--- src/rtl/owm_pkg.sv ---
// owm_pkg: types, codes and constants shared by the 1-Wire master with ROM search.
// No dependencies.
package owm_pkg;

   localparam int ROM_BYTES_DEF   = 8;
   localparam int TIMER_WIDTH_DEF = 10;
   localparam int REG_WIDTH       = 10;
   localparam int REG_COUNT       = 8;
   localparam int REG_IDX_WIDTH   = 3;
   localparam int RESET_RECOVERY  = 410;
   localparam logic [7:0] SEARCH_COMMAND = 8'hF0;

   localparam logic [2:0] REG_SHORT_LOW = 3'd0;
   localparam logic [2:0] REG_ONE_REC   = 3'd1;
   localparam logic [2:0] REG_LONG_LOW  = 3'd2;
   localparam logic [2:0] REG_ZERO_REC  = 3'd3;
   localparam logic [2:0] REG_RD_WAIT   = 3'd4;
   localparam logic [2:0] REG_RD_REC    = 3'd5;
   localparam logic [2:0] REG_RST_LOW   = 3'd6;
   localparam logic [2:0] REG_PRES_WAIT = 3'd7;

   typedef enum logic [2:0] {
      REQ_TICK   = 3'd0,
      REQ_RESET  = 3'd1,
      REQ_WBIT   = 3'd2,
      REQ_RBIT   = 3'd3,
      REQ_WBYTE  = 3'd4,
      REQ_RBYTE  = 3'd5,
      REQ_SEARCH = 3'd6,
      REQ_NOP    = 3'd7
   } req_type_type;

   typedef enum logic [3:0] {
      PH_IDLE, PH_RST_LOW, PH_RST_WAIT, PH_RST_REC, PH_WR_LOW, PH_WR_REC,
      PH_RD_LOW, PH_RD_WAIT, PH_RD_REC
   } phase_type;

   typedef enum logic [2:0] {
      ST_RST, ST_CMD, ST_RA, ST_RB, ST_WR
   } stage_type;

   localparam logic [2:0] STAT_OK     = 3'd0;
   localparam logic [2:0] STAT_NOPRES = 3'd1;
   localparam logic [2:0] STAT_MORE   = 3'd2;
   localparam logic [2:0] STAT_LAST   = 3'd3;
   localparam logic [2:0] STAT_BUSY   = 3'd4;

   // decoded word handed from the front to the engine
   typedef struct packed {
      req_type_type req;
      logic [7:0]   tx_data;
      logic         line_level;
   } cmd_type;

   typedef struct packed {
      logic       drive_low;
      logic       busy_res;
      logic       done_res;
      logic [7:0] rx_data;
      logic [63:0] rom_code;
      logic [2:0] status;
   } res_type;

endpackage

--- src/rtl/owm_front.sv ---
// owm_front: input skid register and command classification.
// Depends on owm_pkg.
module owm_front (
   input  logic              clock,
   input  logic              reset,
   input  logic              req_tvalid,
   output logic              req_tready,
   input  logic [15:0]       req_tdata,
   input  logic [2:0]        req_tuser,
   output logic              cmd_valid,
   input  logic              cmd_ready,
   output owm_pkg::cmd_type  cmd
);
   import owm_pkg::*;

   logic    full_ff, full_in;
   cmd_type buf_ff, buf_in;
   cmd_type dec;

   always_comb begin
      dec.req        = req_type_type'(req_tuser);
      dec.tx_data    = req_tdata[7:0];
      dec.line_level = req_tdata[8];
   end

   // one-word queue: accepts when empty or when drained in the same cycle
   assign req_tready = !full_ff || cmd_ready;
   assign cmd_valid  = full_ff;
   assign cmd        = buf_ff;

   always_comb begin
      full_in = full_ff;
      buf_in  = buf_ff;
      if (cmd_ready && full_ff) full_in = 1'b0;
      if (req_tvalid && req_tready) begin
         full_in = 1'b1;
         buf_in  = dec;
      end
   end

   always_ff @(posedge clock) begin
      if (reset) full_ff <= 1'b0;
      else full_ff <= full_in;
      buf_ff <= buf_in;
   end
endmodule

--- src/rtl/owm_engine.sv ---
// owm_engine: bus timing engine, byte shifter and ROM search, one word per cycle
// when res_ready does not stall it, with an output register. Depends on owm_pkg.
module owm_engine #(
   parameter int ROM_BYTES   = owm_pkg::ROM_BYTES_DEF,
   parameter int TIMER_WIDTH = owm_pkg::TIMER_WIDTH_DEF
) (
   input  logic                            clock,
   input  logic                            reset,
   input  logic                            cmd_valid,
   output logic                            cmd_ready,
   input  owm_pkg::cmd_type                cmd,
   input  logic                            csr_we,
   input  logic [owm_pkg::REG_IDX_WIDTH-1:0] csr_index,
   input  logic [owm_pkg::REG_WIDTH-1:0]   csr_wdata,
   output logic                            res_valid,
   input  logic                            res_ready,
   output owm_pkg::res_type                res
);
   import owm_pkg::*;

   localparam int ROM_BITS = ROM_BYTES * 8;
   localparam logic [TIMER_WIDTH-1:0] TMAX = {TIMER_WIDTH{1'b1}};

   logic [REG_WIDTH-1:0] regs_ff [REG_COUNT];

   phase_type             phase_ff, phase_in;
   req_type_type          op_ff, op_in;
   stage_type             stage_ff, stage_in;
   logic [TIMER_WIDTH-1:0] tl_ff, tl_in;
   logic [6:0]            bc_ff, bc_in;
   logic [7:0]            sb_ff, sb_in;
   logic [1:0]            rp_ff, rp_in;
   logic [63:0]           code_ff, code_in;
   logic [6:0]            ld_ff, ld_in;
   logic [6:0]            dm_ff, dm_in;
   logic                  sd_ff, sd_in;
   logic                  ov_ff, ov_in;
   res_type               out_ff, out_in;

   logic go;
   assign cmd_ready = !ov_ff || res_ready;
   assign go        = cmd_valid && cmd_ready;
   assign res_valid = ov_ff;
   assign res       = out_ff;

   function automatic logic [TIMER_WIDTH-1:0] dur(input logic [REG_WIDTH:0] v);
      logic [REG_WIDTH:0] m;
      m = (v == '0) ? (REG_WIDTH+1)'(1) : v;
      if (32'(m) > 32'(TMAX)) return TMAX;
      return TIMER_WIDTH'(m);
   endfunction

   always_comb begin
      logic fin, drv;
      logic [7:0] frx;
      logic [2:0] fst;
      logic [5:0] pos;
      logic dir;
      logic [6:0] idx;
      phase_in = phase_ff; op_in = op_ff; stage_in = stage_ff; tl_in = tl_ff;
      bc_in = bc_ff; sb_in = sb_ff; rp_in = rp_ff; code_in = code_ff;
      ld_in = ld_ff; dm_in = dm_ff; sd_in = sd_ff;
      fin = 1'b0; frx = '0; fst = STAT_OK; dir = 1'b0;
      idx = bc_ff; pos = 6'(bc_ff - 7'd1);
      drv = (phase_ff == PH_RST_LOW) || (phase_ff == PH_WR_LOW) ||
            (phase_ff == PH_RD_LOW);
      ov_in = ov_ff && !res_ready;
      out_in = out_ff;
      if (go) begin
         unique case (cmd.req)
            REQ_TICK: begin
               if (phase_ff != PH_IDLE) begin
                  if (sd_ff) begin
                     sd_in = 1'b0;
                     if (phase_ff == PH_RST_REC) rp_in = {1'b0, cmd.line_level};
                     else if (op_ff == REQ_RBIT) sb_in = {7'd0, cmd.line_level};
                     else if (op_ff == REQ_RBYTE) sb_in = {cmd.line_level, sb_ff[7:1]};
                     else if (op_ff == REQ_SEARCH) begin
                        if (stage_ff == ST_RB) rp_in[1] = rp_ff[1] | cmd.line_level;
                        else rp_in[0] = rp_ff[0] | cmd.line_level;
                     end
                  end
                  if (tl_ff > '0) tl_in = tl_ff - 1'b1;
                  if (tl_in == '0) begin
                     unique case (phase_ff)
                        PH_RST_LOW: begin
                           phase_in = PH_RST_WAIT;
                           tl_in = dur({1'b0, regs_ff[REG_PRES_WAIT]});
                        end
                        PH_RST_WAIT: begin
                           phase_in = PH_RST_REC; sd_in = 1'b1;
                           tl_in = dur((REG_WIDTH+1)'(RESET_RECOVERY));
                        end
                        PH_WR_LOW: begin
                           phase_in = PH_WR_REC;
                           tl_in = dur({1'b0, sb_ff[0] ? regs_ff[REG_ONE_REC]
                                                      : regs_ff[REG_ZERO_REC]});
                        end
                        PH_RD_LOW: begin
                           if (regs_ff[REG_RD_WAIT] != '0) begin
                              phase_in = PH_RD_WAIT;
                              tl_in = dur({1'b0, regs_ff[REG_RD_WAIT]});
                           end else begin
                              phase_in = PH_RD_REC; sd_in = 1'b1;
                              tl_in = dur({1'b0, regs_ff[REG_RD_REC]});
                           end
                        end
                        PH_RD_WAIT: begin
                           phase_in = PH_RD_REC; sd_in = 1'b1;
                           tl_in = dur({1'b0, regs_ff[REG_RD_REC]});
                        end
                        default: begin
                           // slot end: sequence the operation
                           unique case (op_ff)
                              REQ_RESET: begin
                                 fin = 1'b1;
                                 fst = (rp_in == 2'd0) ? STAT_OK : STAT_NOPRES;
                              end
                              REQ_RBIT: begin fin = 1'b1; frx = {7'd0, sb_in[0]}; end
                              REQ_WBYTE: begin
                                 bc_in = bc_ff + 7'd1; sb_in = {1'b0, sb_ff[7:1]};
                                 if (bc_in >= 7'd8) fin = 1'b1;
                                 else begin
                                    phase_in = PH_WR_LOW;
                                    tl_in = dur({1'b0, sb_in[0] ? regs_ff[REG_SHORT_LOW]
                                                               : regs_ff[REG_LONG_LOW]});
                                 end
                              end
                              REQ_RBYTE: begin
                                 bc_in = bc_ff + 7'd1;
                                 if (bc_in >= 7'd8) begin fin = 1'b1; frx = sb_in; end
                                 else begin
                                    phase_in = PH_RD_LOW;
                                    tl_in = dur({1'b0, regs_ff[REG_SHORT_LOW]});
                                 end
                              end
                              REQ_SEARCH: begin
                                 unique case (stage_ff)
                                    ST_RST: begin
                                       if (rp_in != 2'd0) begin
                                          ld_in = '0; fin = 1'b1; fst = STAT_NOPRES;
                                       end else begin
                                          stage_in = ST_CMD; sb_in = SEARCH_COMMAND;
                                          bc_in = '0; dm_in = '0;
                                          phase_in = PH_WR_LOW;
                                          tl_in = dur({1'b0, regs_ff[REG_LONG_LOW]});
                                       end
                                    end
                                    ST_CMD: begin
                                       bc_in = bc_ff + 7'd1; sb_in = {1'b0, sb_ff[7:1]};
                                       if (bc_in >= 7'd8) begin
                                          stage_in = ST_RA; bc_in = 7'd1; rp_in = '0;
                                          phase_in = PH_RD_LOW;
                                          tl_in = dur({1'b0, regs_ff[REG_SHORT_LOW]});
                                       end else begin
                                          phase_in = PH_WR_LOW;
                                          tl_in = dur({1'b0, sb_in[0] ? regs_ff[REG_SHORT_LOW]
                                                                     : regs_ff[REG_LONG_LOW]});
                                       end
                                    end
                                    ST_RA: begin
                                       stage_in = ST_RB; phase_in = PH_RD_LOW;
                                       tl_in = dur({1'b0, regs_ff[REG_SHORT_LOW]});
                                    end
                                    ST_RB: begin
                                       if (rp_in == 2'd3) begin
                                          ld_in = '0; fin = 1'b1; fst = STAT_LAST;
                                       end else begin
                                          if (rp_in == 2'd0) begin
                                             if (idx == ld_ff) dir = 1'b1;
                                             else if (idx > ld_ff) begin
                                                dir = 1'b0; dm_in = idx;
                                             end else begin
                                                dir = code_ff[pos];
                                                if (!dir) dm_in = idx;
                                             end
                                          end else dir = rp_in[0];
                                          code_in[pos] = dir;
                                          sb_in = {7'd0, dir}; stage_in = ST_WR;
                                          phase_in = PH_WR_LOW;
                                          tl_in = dur({1'b0, dir ? regs_ff[REG_SHORT_LOW]
                                                                 : regs_ff[REG_LONG_LOW]});
                                       end
                                    end
                                    default: begin
                                       bc_in = bc_ff + 7'd1;
                                       if (bc_in > 7'(ROM_BITS)) begin
                                          ld_in = dm_ff; fin = 1'b1;
                                          fst = (dm_ff != '0) ? STAT_MORE : STAT_LAST;
                                       end else begin
                                          stage_in = ST_RA; rp_in = '0;
                                          phase_in = PH_RD_LOW;
                                          tl_in = dur({1'b0, regs_ff[REG_SHORT_LOW]});
                                       end
                                    end
                                 endcase
                              end
                              default: fin = 1'b1;
                           endcase
                        end
                     endcase
                  end
               end
            end
            REQ_NOP: ;
            default: begin
               if (phase_ff != PH_IDLE) fst = STAT_BUSY;
               else begin
                  op_in = cmd.req; bc_in = '0; sd_in = 1'b0;
                  unique case (cmd.req)
                     REQ_RESET, REQ_SEARCH: begin
                        stage_in = ST_RST;
                        if (!cmd.line_level) begin
                           if (cmd.req == REQ_SEARCH) ld_in = '0;
                           fin = 1'b1; fst = STAT_NOPRES;
                        end else begin
                           rp_in = 2'd1; phase_in = PH_RST_LOW;
                           tl_in = dur({1'b0, regs_ff[REG_RST_LOW]});
                        end
                     end
                     REQ_WBIT, REQ_WBYTE: begin
                        sb_in = (cmd.req == REQ_WBIT) ? {7'd0, cmd.tx_data[0]} : cmd.tx_data;
                        phase_in = PH_WR_LOW;
                        tl_in = dur({1'b0, sb_in[0] ? regs_ff[REG_SHORT_LOW]
                                                   : regs_ff[REG_LONG_LOW]});
                     end
                     default: begin
                        sb_in = '0; phase_in = PH_RD_LOW;
                        tl_in = dur({1'b0, regs_ff[REG_SHORT_LOW]});
                     end
                  endcase
                  drv = (phase_in == PH_RST_LOW) || (phase_in == PH_WR_LOW) ||
                        (phase_in == PH_RD_LOW);
               end
            end
         endcase
         if (fin) begin
            phase_in = PH_IDLE; op_in = REQ_TICK; tl_in = '0;
         end
         ov_in = 1'b1;
         out_in.drive_low = drv;
         out_in.busy_res  = (phase_in != PH_IDLE);
         out_in.done_res  = fin;
         out_in.rx_data   = fin ? frx : 8'd0;
         out_in.rom_code  = code_in;
         out_in.status    = fst;
      end
   end

   always_ff @(posedge clock) begin
      if (reset) begin
         phase_ff <= PH_IDLE; op_ff <= REQ_TICK; stage_ff <= ST_RST; tl_ff <= '0;
         bc_ff <= '0; sb_ff <= '0; rp_ff <= '0; code_ff <= '0; ld_ff <= '0;
         dm_ff <= '0; sd_ff <= 1'b0; ov_ff <= 1'b0;
         regs_ff[REG_SHORT_LOW] <= 10'd6;   regs_ff[REG_ONE_REC]   <= 10'd64;
         regs_ff[REG_LONG_LOW]  <= 10'd60;  regs_ff[REG_ZERO_REC]  <= 10'd10;
         regs_ff[REG_RD_WAIT]   <= 10'd9;   regs_ff[REG_RD_REC]    <= 10'd55;
         regs_ff[REG_RST_LOW]   <= 10'd480; regs_ff[REG_PRES_WAIT] <= 10'd70;
      end else begin
         phase_ff <= phase_in; op_ff <= op_in; stage_ff <= stage_in; tl_ff <= tl_in;
         bc_ff <= bc_in; sb_ff <= sb_in; rp_ff <= rp_in; code_ff <= code_in;
         ld_ff <= ld_in; dm_ff <= dm_in; sd_ff <= sd_in; ov_ff <= ov_in;
         if (csr_we) regs_ff[csr_index] <= csr_wdata;
      end
      out_ff <= out_in;
   end
endmodule

--- src/rtl/one_wire_master_with_rom_search_core.sv ---
// one_wire_master_with_rom_search_core: top level of the 1-Wire master.
// Depends on owm_pkg, owm_front, owm_engine.
//
//  channel | dir | fields (LSB up)
//  req     | in  | tuser: req_type[2:0]; tdata: tx_data[7:0] line_level[8]
//  rsp     | out | tdata: drive_low busy_res done_res rx_data[7:0] rom_code[63:0] status[2:0]
//  csr     | in  | csr_we, csr_index[2:0], csr_wdata[9:0], no read-back
//
// Flow: one word per clock while rsp_tready is high; a word passes through the input
// queue and then the engine output register. Every word, tick or command, is
// resolved by the engine's combinational logic; the bit timer counts ticks, not clocks.
// Reset: synchronous, clears queue, engine state and ROM code, reloads the
// timing registers with their defaults.
// Stalls: rsp_tready low holds the result register; the one-word queue
// absorbs one more word before req_tready drops.
module one_wire_master_with_rom_search_core #(
   parameter int ROM_BYTES   = owm_pkg::ROM_BYTES_DEF,
   parameter int TIMER_WIDTH = owm_pkg::TIMER_WIDTH_DEF
) (
   input  logic                              clock,
   input  logic                              reset,
   input  logic                              req_tvalid,
   output logic                              req_tready,
   input  logic [15:0]                       req_tdata,  // tx_data, line_level
   input  logic [2:0]                        req_tuser,  // req_type
   output logic                              rsp_tvalid,
   input  logic                              rsp_tready,
   output logic [79:0]                       rsp_tdata,  // drive_low, busy_res, done_res,
                                                          // rx_data, rom_code, status
   input  logic                              csr_we,
   input  logic [owm_pkg::REG_IDX_WIDTH-1:0] csr_index,
   input  logic [owm_pkg::REG_WIDTH-1:0]     csr_wdata
);
   import owm_pkg::*;

   cmd_type cmd;
   logic    cmd_valid, cmd_ready;
   res_type res;

   owm_front u_front (
      .clock, .reset, .req_tvalid, .req_tready, .req_tdata, .req_tuser,
      .cmd_valid, .cmd_ready, .cmd
   );

   owm_engine #(.ROM_BYTES(ROM_BYTES), .TIMER_WIDTH(TIMER_WIDTH)) u_engine (
      .clock, .reset, .cmd_valid, .cmd_ready, .cmd,
      .csr_we, .csr_index, .csr_wdata,
      .res_valid(rsp_tvalid), .res_ready(rsp_tready), .res
   );

   assign rsp_tdata = {2'b00, res.status, res.rom_code, res.rx_data,
                       res.done_res, res.busy_res, res.drive_low};
endmodule

--- config.mk ---
export PLATFORM = sky130hd
export DESIGN_NAME = one_wire_master_with_rom_search_core
export DESIGN_NICKNAME = d
export VERILOG_FILES = /design/src/rtl/owm_pkg.sv /design/src/rtl/owm_front.sv /design/src/rtl/owm_engine.sv /design/src/rtl/one_wire_master_with_rom_search_core.sv
export SDC_FILE = /design/constraint.sdc
export NUM_CORES = 1
export LEC_CHECK = 0
export BUFFER_PORTS_ARGS = -buffer_cell sky130_fd_sc_hd__buf_2
export CAP_MARGIN = 20
export CORE_MARGIN = 4
export CORE_UTILIZATION = 61
export DETAILED_ROUTE_END_ITERATION = 8
export PLACE_DENSITY = 0.81
export SLEW_MARGIN = 20
export SYNTH_ARGS = -nofsm -noshare
export SYNTH_HDL_FRONTEND = slang
export SYNTH_SLANG_ARGS = --single-unit
--- constraint.sdc ---
create_clock -name clock -period 6.35 [get_ports clock]
set_input_delay 0.9525 -clock clock [delete_from_list [all_inputs] [get_ports clock]]
set_output_delay 0.9525 -clock clock [all_outputs]
set_load 0.01 [all_outputs]
==> results.yml <==
final_layout:
  drive_gt1_share_pct: 14.70
  final_nets: 1883
  antenna_cells: 0
  syn_to_final_growth_pct: 10.56
worst_setup_path:
  critPathRequiredTime_ns: 6.77
  critPathTopFamily: "simple AND/OR/NAND/NOR gates"
  cp.arrival_ns: 5.34
  cp_slowest_cell: "nor2_1"
  cpPeakStageDelay_ns: 0.87
  crit_buf_inv: 0
  worst_setup_path_start_kind: "register"
  reg2reg_to: "u_engine.res[26]"
  cp.depth: 8
  reg2reg_depth: 8
  endpoint_kind: "register"
  crit_chain: "and3b_1 -> o21ai_1 -> a21oi_1 -> o211ai_1 -> or3_1 -> nor2_1 -> a21oi_1 -> a31oi_1"
  crit_top_cell: "a21oi_1"
  worstPathMaxFanout: 24
  rrSetupSlack_ns: 1.43
  crit_type: "reg2reg"
  r2r_start: "u_engine.stage_ff[0]"
route:
  vias: 15140
  detail_route.iter0.violations: 2203
  via_per_inst: 6.889
  drt-pass1-iter-count: 6
  met3_length_um: 4337
  wl_met1_um: 19610
  remaining_drc_errors: 0
  wl_met2_um: 24860
  ant_nets: 0
  wl_per_cell_um: 23.76
  topRoutingLayerUsed: "met4"
  drt_wl_total_um: 52230
clock_network:
  htree_levels: 1
  clockRootBuffer: "clkbuf_16"
  post_cts_buffers: 0
  insertion_delay_ns: 0.59
  cts.clk_slew.worst_paths_ns: 0.06
  cts_tree: "yes"
  cts.sinks: 288
  cts.hold.buffers_added: 0
  cts_buffers: 30
  cts_resized: 0
  cts_max_path_buffers: 3
sta:
  max_freq_mhz: 203.2
  fin_setup_tns_ns: 0
  setup_violations: 0
  period_minus_slack_ns: 4.921
  hold_violations: 0
  worst_pin_slew_ns: 1.160
  maxSlewViolCount: 0
  rsz0062_at_grt: "no"
  post-route-period-util_pct: 77.49
  max-slew-margin-rel_pct: 22.65
  skew_ns: 0.01991
  setup_ws_ns: 1.429
run:
  max-cap-violations: 0
placed_design:
  place.gp.congestion: 1.054
  post-place-ws_ns: 1.675
  hpwl_um: 37420
  io_buffers: 109
outcome:
  status: "finished, final reports clean"
yosys:
  synth-seq-area-share_pct: 44.93
  avgSynthCellArea_um2: 9.244
  yosys_most_used_dff: "edfxtp_1"
  post-synth-top-area-cell: "edfxtp_1"
  synthTopCellsByCount: "a21oi_1, edfxtp_1, nor2_1, dfxtp_1, o21ai_0"
  ys_seq_elements: 288
  synth_top_cell_area_share_pct: 30.71
  synthArstFlopShare_pct: 0
  synth_top_family_by_area: "compound AO/OA/AOI/OAI gates"
  yosysMostFrequentCell: "a21oi_1"
  synth_edf_count: 170
  synthMuxAreaShare_pct: 6.165
  synth_simple_gate_area_share_pct: 20.07
  synth_adder_area_share_pct: 0.9786
  synth_area_um2: 16620
  synth_compound_area_share_pct: 22.98
  yosysWarningCount: 0
  synth.distinct_cells: 87
  yosys-top-cells-area: "edfxtp_1, dfxtp_1, a21oi_1"
  synth_xor_xnor_area_share_pct: 0.5721
  netlist_instances: 1798
global_route:
  track_usage_pct: 33.04
  antenna_found_initial: 0
  grt_pass1_wl_um: 79910
  grt_max_degree: 72
  globalRouteOverflowTotal: 0
  grt_pass1_vias: 14030
floorplanning:
  num_io_pins: 119
  die_y_um: 173.1
  die_area_um2: 29950
  die_w_um: 173.1
  rows: 60
  core-area_um2: 26880
  initial_core_util_pct: 61.84
min_path:
  holdPathEnd: "u_engine.ld_ff[3]"
  min-delay-path-class: "reg2reg"
  holdPathStages: 2
  hold_path_startpoint: "u_engine.ld_ff[3]"
pwr:
  power_leakage_uw: 0.006334
  powerDensity_nw_per_um2: 246.8
  ir_drop_mv: 0.2212
  power_uw: 4536
[worst min-delay path, stage by stage, from the launching register on]
cell	delay, ns
dfxtp_1	0.29
inv_1	0.07
o31ai_1	0.07
[cell type report]
cell class / instances / area, µm²
Fill cell: 2093 / 8499
Multi-Input combinational cell: 1336 / 8488
Sequential cell: 288 / 7467
Clock buffer: 47 / 905.9
Timing Repair Buffer: 146 / 823.3
Tap cell: 341 / 426.7
Clock inverter: 9 / 147.6
Inverter: 31 / 117.6
[registers in the layout, indices dropped and copies added (netlist names), 2 cells and up]
name / count
u_engine.res: 78
u_engine.dm_ff: 7
u_front.cmd: 12
u_engine.bc_ff: 7
u_engine.regs_ff: 80
u_engine.ld_ff: 7
u_engine.sb_ff: 8
u_engine.stage_ff: 3
u_engine.op_ff: 3
u_engine.phase_ff: 4
u_engine.code_ff: 64
u_engine.tl_ff: 10
u_engine.rp_ff: 2
[per-layer routing]
layer	vias to the layer above	GRT usage, %
li1	6943	-
met5	-	0
met2	913	55.37
met4	0	18.26
met3	208	4.373
met1	7079	41.64
[where the power goes]
| group | switching, µW | internal [µW] |
|---|---|---|
| logic | 385 | 184 |
| registers | 77.7 | 2050 |
| clock network | 740 | 1100 |
| total | 1200 | 3330 |
[kinds of logic (layout without fill, tap and decap cells)]
group / after synthesis / after routing
compound gates: 591 / 591
xor+xnor: 10 / 10
buf+inv: 175 / 233
simple gates: 633 / 633
mux: 87 / 87
fa+ha+maj: 13 / 13
flops: 288 / 288
other cells: 1 / 2
[per-stage QoR]
stage / hold slack, ns / cell area, µm² / utilization, % / instances
6_report: 0.4830 / 18380 / 68.38 / 2198
5_1_grt: 0.5135 / 18380 / 68.38 / 2198
4_1_cts: 0.4873 / 18340 / 68.24 / 2195
3_5_place_dp: 0.4766 / 17290 / 64.32 / 2139
3_3_place_gp: 0.4683 / 17290 / 64.32 / 2139
2_1_floorplan: 0.4510 / 16620 / - / 1799
[cell usage in the layout, fill, tap and decap left out, types with 32 or more instances in the layout]
master    instances
nand2_1         103
buf_2           108
nand2b_1         32
mux2i_1          54
dfxtp_1         118
nor2_1          151
and2_1           73
or3_1            52
a31oi_1          43
a311oi_1         44
nand3_1          54
a21oi_1         181
buf_4            37
o21ai_0         116
o31ai_1          40
edfxtp_1        170
nor3_1           49
[worst max path at each step]
| stage | start | endpoint |
|---|---|---|
| after global placement | u_engine.stage_ff[0] | u_engine.res[60] |
| final | u_engine.stage_ff[0] | u_engine.res[26] |
| after CTS | u_engine.stage_ff[2] | u_engine.res[42] |
| after detailed placement | u_engine.stage_ff[0] | u_engine.res[42] |
| after global routing | u_engine.stage_ff[0] | u_engine.code_ff[29] |
| after floorplan | rsp_tready | u_engine.sb_ff[0] |
Note: power is estimated with default switching activity, not from simulation.
